**src/rtl/core/kcl_pkg.sv**
```systemverilog
`timescale 1ns / 1ps

package kcl_pkg;

  localparam int KEY_W    = 8;
  localparam int MASTER_W = 40;
  localparam int POS_W    = 3;
  localparam int WRONG_W  = 2;
  localparam int EVENT_W  = 4;

  // Entry is always five keys long; the master code fills it.
  localparam int ENTRY_LEN = 5;

  localparam logic [KEY_W-1:0]    KEY_START    = 8'd43;  // '+'
  localparam logic [KEY_W-1:0]    KEY_EQUAL    = 8'd61;  // '='
  localparam logic [MASTER_W-1:0] MASTER_RESET = 40'h3132333435;  // "12345"

  // User code after reset, first key in the top byte ("2345")
  localparam int                  USER_RESET_LEN = 4;
  localparam logic [31:0]         USER_RESET     = 32'h32333435;

  typedef enum logic [EVENT_W-1:0] {
    EV_IGNORED       = 4'd0,
    EV_STARTED       = 4'd1,
    EV_KEY_TAKEN     = 4'd2,
    EV_DOOR_OPEN     = 4'd3,
    EV_WRONG_CODE    = 4'd4,
    EV_MASTER_OK     = 4'd5,
    EV_CHANGE_MODE   = 4'd6,
    EV_CHANGE_REFUSE = 4'd7,
    EV_NEW_CODE      = 4'd8
  } event_e;

  // Per-key result from the lock core to the output stage
  typedef struct packed {
    event_e               ev;
    logic [POS_W-1:0]     position;
    logic [WRONG_W-1:0]   wrong_count;
  } kcl_res_t;

  // Reset byte of user code slot i; slots past the default code are zero.
  function automatic logic [KEY_W-1:0] user_reset_byte(int i);
    logic [31:0] w;
    w = '0;
    if (i < USER_RESET_LEN) begin
      w = USER_RESET >> (KEY_W * (USER_RESET_LEN - 1 - i));
    end
    return w[KEY_W-1:0];
  endfunction

endpackage

```
**src/rtl/core/kcl_core.sv**
```systemverilog
`timescale 1ns / 1ps

module kcl_core #(
  parameter int CODE_LEN    = 4,
  parameter int WRONG_LIMIT = 3
) (
  input  logic                          clk_i,
  input  logic                          rst_ni,
  input  logic                          step_i,
  input  logic [kcl_pkg::KEY_W-1:0]     key_i,
  input  logic [kcl_pkg::MASTER_W-1:0]  master_code_i,
  output kcl_pkg::kcl_res_t             res_o
);
  import kcl_pkg::*;

  localparam int BufN  = (CODE_LEN > ENTRY_LEN) ? CODE_LEN : ENTRY_LEN;
  localparam int IdxW  = $clog2(BufN);
  // Slot that must hold '=' after the user code (only used when it fits)
  localparam int EqIdx = (CODE_LEN < ENTRY_LEN) ? CODE_LEN : 0;

  typedef enum logic [1:0] {
    PH_IDLE,
    PH_ENTRY,
    PH_MASTER,
    PH_NEWCODE
  } phase_e;

  phase_e               phase_q, phase_d;
  logic [POS_W-1:0]     idx_q, idx_d;
  logic [WRONG_W-1:0]   wrong_q, wrong_d;
  logic [WRONG_W:0]     wrong_inc;
  logic [KEY_W-1:0]     user_q [CODE_LEN];
  logic [KEY_W-1:0]     user_d [CODE_LEN];
  logic [KEY_W-1:0]     buf_q  [BufN];
  logic [KEY_W-1:0]     view   [BufN];
  logic                 buf_we;
  logic                 is_master;
  logic                 is_user;

  assign buf_we = step_i && (phase_q == PH_ENTRY || phase_q == PH_NEWCODE);

  // Entry buffer as it stands once this key is written
  always_comb begin
    for (int i = 0; i < BufN; i++) begin
      view[i] = (buf_we && idx_q[IdxW-1:0] == IdxW'(i)) ? key_i : buf_q[i];
    end
  end

  // Master compare over all five entry keys
  always_comb begin
    is_master = 1'b1;
    for (int i = 0; i < ENTRY_LEN; i++) begin
      if (view[i] != master_code_i[MASTER_W-1-KEY_W*i -: KEY_W]) begin
        is_master = 1'b0;
      end
    end
  end

  // User compare: code keys then '=', only when both fit in the entry
  if (CODE_LEN < ENTRY_LEN) begin : g_user_chk
    always_comb begin
      is_user = (view[EqIdx] == KEY_EQUAL);
      for (int i = 0; i < CODE_LEN; i++) begin
        if (view[i] != user_q[i]) begin
          is_user = 1'b0;
        end
      end
    end
  end else begin : g_no_user
    assign is_user = 1'b0;
  end

  // Next state and result for the key at hand
  always_comb begin
    phase_d   = phase_q;
    idx_d     = idx_q;
    wrong_d   = wrong_q;
    user_d    = user_q;
    wrong_inc = {1'b0, wrong_q} + 1'b1;
    res_o.ev       = EV_IGNORED;
    res_o.position = '0;
    unique case (phase_q)
      PH_ENTRY: begin
        res_o.position = idx_q;
        if (idx_q < POS_W'(ENTRY_LEN - 1)) begin
          res_o.ev = EV_KEY_TAKEN;
          idx_d    = idx_q + 1'b1;
        end else if (is_master) begin
          res_o.ev = EV_MASTER_OK;
          phase_d  = PH_MASTER;
          idx_d    = POS_W'(ENTRY_LEN);
        end else if (is_user) begin
          res_o.ev = EV_DOOR_OPEN;
          phase_d  = PH_IDLE;
          idx_d    = '0;
        end else begin
          res_o.ev = EV_WRONG_CODE;
          wrong_d  = (wrong_inc >= (WRONG_W+1)'(WRONG_LIMIT)) ? '0 : wrong_inc[WRONG_W-1:0];
          phase_d  = PH_IDLE;
          idx_d    = '0;
        end
      end
      PH_MASTER: begin
        res_o.position = POS_W'(ENTRY_LEN);
        if (key_i == KEY_EQUAL) begin
          res_o.ev = EV_CHANGE_MODE;
          phase_d  = PH_NEWCODE;
        end else begin
          res_o.ev = EV_CHANGE_REFUSE;
          phase_d  = PH_IDLE;
        end
        idx_d = '0;
      end
      PH_NEWCODE: begin
        res_o.position = idx_q;
        if (idx_q >= POS_W'(CODE_LEN - 1)) begin
          for (int i = 0; i < CODE_LEN; i++) begin
            user_d[i] = view[i];
          end
          res_o.ev = EV_NEW_CODE;
          phase_d  = PH_IDLE;
          idx_d    = '0;
        end else begin
          res_o.ev = EV_KEY_TAKEN;
          idx_d    = idx_q + 1'b1;
        end
      end
      PH_IDLE: begin
        if (key_i == KEY_START) begin
          res_o.ev = EV_STARTED;
          phase_d  = PH_ENTRY;
        end
        idx_d = '0;
      end
      default: begin
        phase_d = PH_IDLE;
        idx_d   = '0;
      end
    endcase
    res_o.wrong_count = wrong_d;
  end

  // Lock state, advanced once per key
  always_ff @(posedge clk_i or negedge rst_ni) begin
    if (!rst_ni) begin
      phase_q <= PH_IDLE;
      idx_q   <= '0;
      wrong_q <= '0;
      for (int i = 0; i < CODE_LEN; i++) begin
        user_q[i] <= user_reset_byte(i);
      end
    end else if (step_i) begin
      phase_q <= phase_d;
      idx_q   <= idx_d;
      wrong_q <= wrong_d;
      user_q  <= user_d;
    end
  end

  // Entry buffer, no reset: every slot is written before it is compared
  always_ff @(posedge clk_i) begin
    if (buf_we) begin
      buf_q[idx_q[IdxW-1:0]] <= key_i;
    end
  end

endmodule

```
**src/rtl/core/keypad_code_lock.sv**
```systemverilog
`timescale 1ns / 1ps

// Channel   Direction  Handshake                 Payload
// in        input      in_valid_i / in_ready_o   key_code_i
// out       output     out_valid_o / out_ready_i event_res_o, key_echo_o, position_o,
//                                                wrong_count_o
// cfg       input      cfg_valid_i / cfg_ready_o master_code_i
//
// One key per cycle sustained while the output is not stalled; a key is taken into the
// input register when accepted and its result into the result register when it steps on.
// The lock state update is one pass of compare and select between those registers.
// Reset clears the state to idle, the user code to "2345", the master code to "12345".
// A stalled output holds its beat; the input register keeps accepting while the
// output beat drains, and stalls only when both are full. cfg_ready_o is always high.

module keypad_code_lock #(
  parameter int CODE_LEN    = 4,
  parameter int WRONG_LIMIT = 3
) (
  input  logic                              clk_i,
  input  logic                              rst_ni,
  input  logic                              in_valid_i,
  output logic                              in_ready_o,
  input  logic [kcl_pkg::KEY_W-1:0]         key_code_i,
  output logic                              out_valid_o,
  input  logic                              out_ready_i,
  output logic [kcl_pkg::EVENT_W-1:0]       event_res_o,
  output logic [kcl_pkg::KEY_W-1:0]         key_echo_o,
  output logic [kcl_pkg::POS_W-1:0]         position_o,
  output logic [kcl_pkg::WRONG_W-1:0]       wrong_count_o,
  input  logic                              cfg_valid_i,
  output logic                              cfg_ready_o,
  input  logic [kcl_pkg::MASTER_W-1:0]      master_code_i
);
  import kcl_pkg::*;

  logic                 in_valid_q;
  logic [KEY_W-1:0]     key_q;
  logic                 out_valid_q;
  kcl_res_t             res_q;
  logic [KEY_W-1:0]     echo_q;
  logic [MASTER_W-1:0]  master_q;
  logic                 step;
  kcl_res_t             res;

  // A key moves on when the result register is free or draining
  assign step        = in_valid_q && (!out_valid_q || out_ready_i);
  assign in_ready_o  = !in_valid_q || step;
  assign cfg_ready_o = 1'b1;

  kcl_core #(
    .CODE_LEN    (CODE_LEN),
    .WRONG_LIMIT (WRONG_LIMIT)
  ) u_kcl_core (
    .clk_i         (clk_i),
    .rst_ni        (rst_ni),
    .step_i        (step),
    .key_i         (key_q),
    .master_code_i (master_q),
    .res_o         (res)
  );

  // Input register and output valid
  always_ff @(posedge clk_i or negedge rst_ni) begin
    if (!rst_ni) begin
      in_valid_q  <= 1'b0;
      out_valid_q <= 1'b0;
    end else begin
      if (in_ready_o) begin
        in_valid_q <= in_valid_i;
      end
      if (step) begin
        out_valid_q <= 1'b1;
      end else if (out_ready_i) begin
        out_valid_q <= 1'b0;
      end
    end
  end

  // Payload registers
  always_ff @(posedge clk_i) begin
    if (in_valid_i && in_ready_o) begin
      key_q <= key_code_i;
    end
    if (step) begin
      res_q  <= res;
      echo_q <= key_q;
    end
  end

  // Master code register
  always_ff @(posedge clk_i or negedge rst_ni) begin
    if (!rst_ni) begin
      master_q <= MASTER_RESET;
    end else if (cfg_valid_i && cfg_ready_o) begin
      master_q <= master_code_i;
    end
  end

  assign out_valid_o   = out_valid_q;
  assign event_res_o   = res_q.ev;
  assign key_echo_o    = echo_q;
  assign position_o    = res_q.position;
  assign wrong_count_o = res_q.wrong_count;

endmodule

```
**config.mk**
```make
export PLATFORM = sky130hd
export DESIGN_NAME = keypad_code_lock
export DESIGN_NICKNAME = d
export VERILOG_FILES = /design/src/rtl/core/kcl_pkg.sv /design/src/rtl/core/kcl_core.sv /design/src/rtl/core/keypad_code_lock.sv
export SDC_FILE = /design/constraint.sdc
export NUM_CORES = 1
export LEC_CHECK = 0
export BUFFER_PORTS_ARGS = -buffer_cell sky130_fd_sc_hd__buf_4
export CORE_ASPECT_RATIO = 1.2
export CORE_MARGIN = 2
export CORE_UTILIZATION = 55
export CTS_BUF_LIST = sky130_fd_sc_hd__clkbuf_16
export DETAILED_ROUTE_END_ITERATION = 12
export PLACE_DENSITY_LB_ADDON = 0.25
export SLEW_MARGIN = 20
export SYNTH_ARGS = -nofsm -noshare
export SYNTH_HDL_FRONTEND = slang
export SYNTH_SLANG_ARGS = --single-unit
```
**constraint.sdc**
```tcl
create_clock -name clk_i -period 8.3 [get_ports clk_i]
set_input_delay 0.83 -clock clk_i [delete_from_list [all_inputs] [get_ports clk_i]]
set_output_delay 0.83 -clock clk_i [all_outputs]
set_load 0.03 [all_outputs]
```
After elaboration in Yosys (flattened, before gate mapping)
Memory sizes are Yosys's and may differ from the RTL's.
Cells that the tools add are included.
{"block": "totals", "reg_bits": 106, "mem_bits_rw": 40, "in_bits": 53, "wordCells": 104, "n_memories": 1}
{"name": "u_kcl_core.buf_q", "words": 5, "width": 8, "rd": 5, "rd_ports_with_merged_regs": 0, "wr": 1, "line": "kcl_core.sv:34", "text": "logic [KEY_W-1:0] buf_q [BufN];"}
{"block": "op_classes", "add_sub_neg": 2, "n_lt_le_gt_ge": 3, "eq_ne": 22, "muxes": 41, "n_reduce_logical": 20}
{"cell": "inequality test 8 bit", "count": 9}
{"cell": "2-to-1 mux 8 bit", "count": 5}
{"cell": "== test 8 x 6 -> 1 bit, second input constant", "count": 3}
{"cell": "2-to-1 mux 2 bit", "count": 10}
{"cell": "one-hot mux 4 bit (4 select lines)", "count": 1}
{"cell": "2-to-1 mux 1 bit", "count": 15}
{"cell": "2-to-1 mux 3 bit", "count": 4}
{"cell": "2-to-1 mux 4 bit", "count": 3}
{"cell": "one-hot mux 3 bit (3 select lines)", "count": 1}
{"cell": "logical AND 1 bit", "count": 8}
{"cell": "one-hot mux 2 bit (4 select lines)", "count": 1}
{"cell": "== test 3 x 2 -> 1 bit, second input constant", "count": 2}
{"cell": ">= comparator 3 x 2 -> 1 bit, second input constant", "count": 2}
{"cell": "one-hot mux 3 bit (2 select lines)", "count": 1}
{"cell": "== test 2 bit, second input constant", "count": 2}
{"cell": "inequality test 2 bit, second input constant", "count": 2}
{"cell": "AND reduction 4 bit", "count": 1}
{"cell": "OR reduction 2 bit", "count": 2}
{"cell": "adder 2 x 1 -> 3 bit, second input constant", "count": 1}
{"cell": "adder 3 x 1 -> 3 bit, second input constant", "count": 1}
{"cell": "== test 3 x 1 -> 1 bit, second input constant", "count": 1}
{"cell": "== test 3 bit, second input constant", "count": 1}
{"cell": "logical NOT 3 bit", "count": 1}
{"cell": "logical OR 1 bit", "count": 3}
{"cell": "other kinds (7)", "count": 8}

Longest topological paths before layout
{"block": "depth", "ltp_word": 15, "mapped_depth": 12}

Modules after synthesis
From an unflattened synthesis, not the netlist that was laid out.
{"block": "unflattened", "hier_cells": 661, "hier_area_um2": 7500.9}
{"mod": "kcl_core", "instances": 1, "cells_each": 542, "area_each_um2": 5132.4, "seq_area_each_um2": 2194.6}
{"mod": "keypad_code_lock", "instances": 1, "cells_each": 119, "area_each_um2": 2368.5, "seq_area_each_um2": 1823.0}

Worst setup path after synthesis
Ideal clock, no wire load.
{"block": "synth_timing", "path_kind": "in2reg", "from": "input port out_ready_i", "to": "register res_q (netlist bit wrong_count_o[0]) (data pin)", "setup_ns": 0.262, "arrival_time_ns": 2.904, "path_slack_ns": 5.134, "cell_stages": 10, "path_buffers": 1, "path_cell_list": "nand2b_1 buf_4 and4_4 a2111oi_2 a31oi_1 a2111oi_4 nand4_2 nor3_4 nor3_2 mux2_1"}
{"item": "start, declared", "line": "keypad_code_lock.sv:26", "text": "input logic out_ready_i,"}
{"item": "end signal, assigned", "line": "keypad_code_lock.sv:86", "text": "res_q <= res;"}
{"item": "end, declared", "line": "keypad_code_lock.sv:40", "text": "kcl_res_t res_q;"}

==> flow_summary.ini <==
[layout]
area_growth_pct = 15.78
nNetsFinal = 799
antennaDiodeCount = 0
stdcell_area_um2 = 8821
drive_above_1_share_pct = 26.13

[synth]
synth_common_cells = edfxtp_1, nor2_1, dfrtp_1, inv_1, a21oi_1
ys_seq_area_share_pct = 52.73
yosysMostFrequentCell = edfxtp_1
yosys.area.top_type = edfxtp_1
synth.top_cell.area_share_pct = 25.62
async_flop_share_pct = 55.48
synth_ff_type = edfxtp_1
yosys_warnings = 0
syn_inst = 679
synth-edff-count = 65
synth_area_um2 = 7619
ys_top_cells_by_area = edfxtp_1, dfrtp_1, dfstp_2
ys_types = 78
synth_fp_nets = 737
ys_seq_elements = 146
avgSynthCellArea_um2 = 11.22

[flow_run]
cap_violations = 0

[sta]
slew_viol_final = 0
holdWs_ns = 0.3165
rsz0062_at_grt = false
setup-violations-final = 0
fmax_mhz = 276.6
worstMarginPinSlew_ns = 0.9579
skew_ns = 0.009063
layout_setup_ws_ns = 4.685
slew-limit-headroom_pct = 36.14
finalCritPeriodShare_pct = 43.55
fin_crit_ns = 3.615
finalSetupTns_ns = 0
hold_viol_final = 0

[clocking]
cts_root_buf = clkbuf_16
clockBufferDepth = 2
numCtsBuffers = 17
clk_latency_ns = 0.43
clkSinkCount = 146
cts_setup_buffers = 0
cts_resized = 0
cts.clk_slew.worst_paths_ns = 0.06
cts_tree = built
htree_levels = 4
cts_hold_buf = 0

[worst_setup_path]
critical_path_required_ns = 8.47
ff2ff_setup_slack_ns = 4.69
start_kind = input pin
crit_fanout = 15
critical_path_arrival_ns = 3.79
crit_type = in -> reg
cp-end-kind = flop

[grt]
grt_pass1_vias = 5700
grtUsageTotal_pct = 28.72
grt_max_degree = 65
grt_antenna_before_repair = 0
grt_pass1_wl_um = 32170
gr-total-overflow = 0

[drt]
vias = 5629
dr.pass1.iters = 7
drc = 0
wl_um = 20650
wire_per_inst_um = 22.32
drtIter0Drc = 497
antenna_left = 0
viasPerCell = 6.085

[pwr]
comb_power_share_pct = 8.9
power.internal_mw = 1.301
power_switching_share_pct = 24.73
vdd_drop_max_uv = 143.9
power_switching_uw = 427.5
seqPwrFrac_pct = 48.0
clockPowerShare_pct = 43.1
power.leakage_nw = 3.666
power.density_nw_per_um2 = 196.0

[die]
core_area_um2 = 13640
die-area_um2 = 14810
initial_core_util_pct = 55.84
die_y_um = 132.9
die_w_um = 111.4
fp-row-count = 47
io_pins = 73

[placement]
hpwl_um = 14660
io_buffers = 71
gp_congestion = 1.025
place_ws_ns = 4.274
dpl-instance-area_um2 = 8238

[min_path]
hold_path_class = in -> async

[run_status]
outcome = finished clean
[placed cells by master (no fill, tap or decap), drive strengths merged, types with 9 or more instances in the layout]
cell    netlist  final
xor2         21     21
o22ai        15     15
nor3         13     13
dfrtp        50     50
nand4         9      9
nand3        11     11
nor2         60     60
buf          18     79
dfstp        31     31
xnor2        29     29
a22oi         9      9
edfxtp       65     65
clkbuf       18     17
nand2        36     36
mux2i        28     28
o221ai       11     11
o21ai        30     30
a21oi        44     44
mux2         36     36
inv          45     50
a31oi         9      9
[per-layer routing]
layer	vias to the layer above	GRT usage, %	share of wire (%)
met2	255	47.59	50
met3	57	7.055	6.1
met4	0	12.55	3.9
li1	2592	-	-
met1	2725	35.96	40
met5	-	0	0
[final timing paths]
| path | from | endpoint | cells after the start |
|---|---|---|---|
| worst max-delay path | out_ready_i | wrong_count_o[0] | 10 |
| worst min-delay path | rst_ni | u_kcl_core.user_q[6] | 1 |
| worst max register to register | u_kcl_core.idx_q[0] | wrong_count_o[0] | 11 |
| worst min register to register | u_kcl_core.user_q[25] | u_kcl_core.user_q[25] | 2 |
| max in group asynchronous | rst_ni | u_kcl_core.user_q[8] | 2 |
| min in group clk_i | u_kcl_core.user_q[25] | u_kcl_core.user_q[25] | 2 |
[final cells by class]
cell class / instances / area, µm²
inverters: 46 / 172.7
well taps: 171 / 214.0
clock inverters: 15 / 146.4
multi-input cells: 451 / 3252
flip-flops and latches: 146 / 4018
repair buffers: 79 / 593.1
clock buffers: 17 / 425.4
fillers: 1105 / 4822
[registers in the layout, summed over array words and instances, names as in the netlist]
register and count:
wrong_count_o 2, out_valid_o 1, u_kcl_core.user_q 32, u_kcl_core.buf_q 40, position_o 3, u_kcl_core.phase_q 2, master_q 40, u_kcl_core.idx_q 3
key_q 8, event_res_o 4, u_kcl_core.wrong_q 2, in_valid_q 1, key_echo_o 8
[logic make-up (layout without fill, tap and decap cells)]
kind of cell | after synthesis | count (layout) | share of synthesized area [%]
xor+xnor | 50 | 50 | 5.748
flops | 146 | 146 | 52.73
mux | 64 | 64 | 9.164
simple gates | 174 | 174 | 12.32
fa+ha+maj | 5 | 5 | 0.8212
buf+inv | 82 | 157 | 4.878
other cells | 1 | 1 | 0.04922
compound gates | 157 | 157 | 14.29
[power by group through the flow]
stage / Combinational (mW) / Sequential (mW) / Clock [mW]
floorplan: 0.0808 / 0.840 / 0
global placement: 0.151 / 0.841 / 0
detailed placement: 0.154 / 0.842 / 0
CTS: 0.155 / 0.829 / 0.751
global route: 0.167 / 0.833 / 0.783
finish: 0.154 / 0.830 / 0.745
[worst max-delay path: stages]
cell      delay, ns
buf_4          0.08
nand2b_1       0.51
nand4_4        0.39
mux2i_1        0.63
nor2_1         0.13
nor4_1         0.28
nand4_1        0.19
nor3_4         0.32
nor3_2         0.10
mux2_1         0.31
[per-stage QoR]
stage	total power [mW]	std cells	util, %
3_5_place_dp	0.9962	893	60.38
2_1_floorplan	0.9211	679	-
3_3_place_gp	0.9920	893	60.31
4_1_cts	1.736	925	64.57
5_1_grt	1.782	925	64.66
6_report	1.729	925	64.66
(Power assumes the default switching activity.)
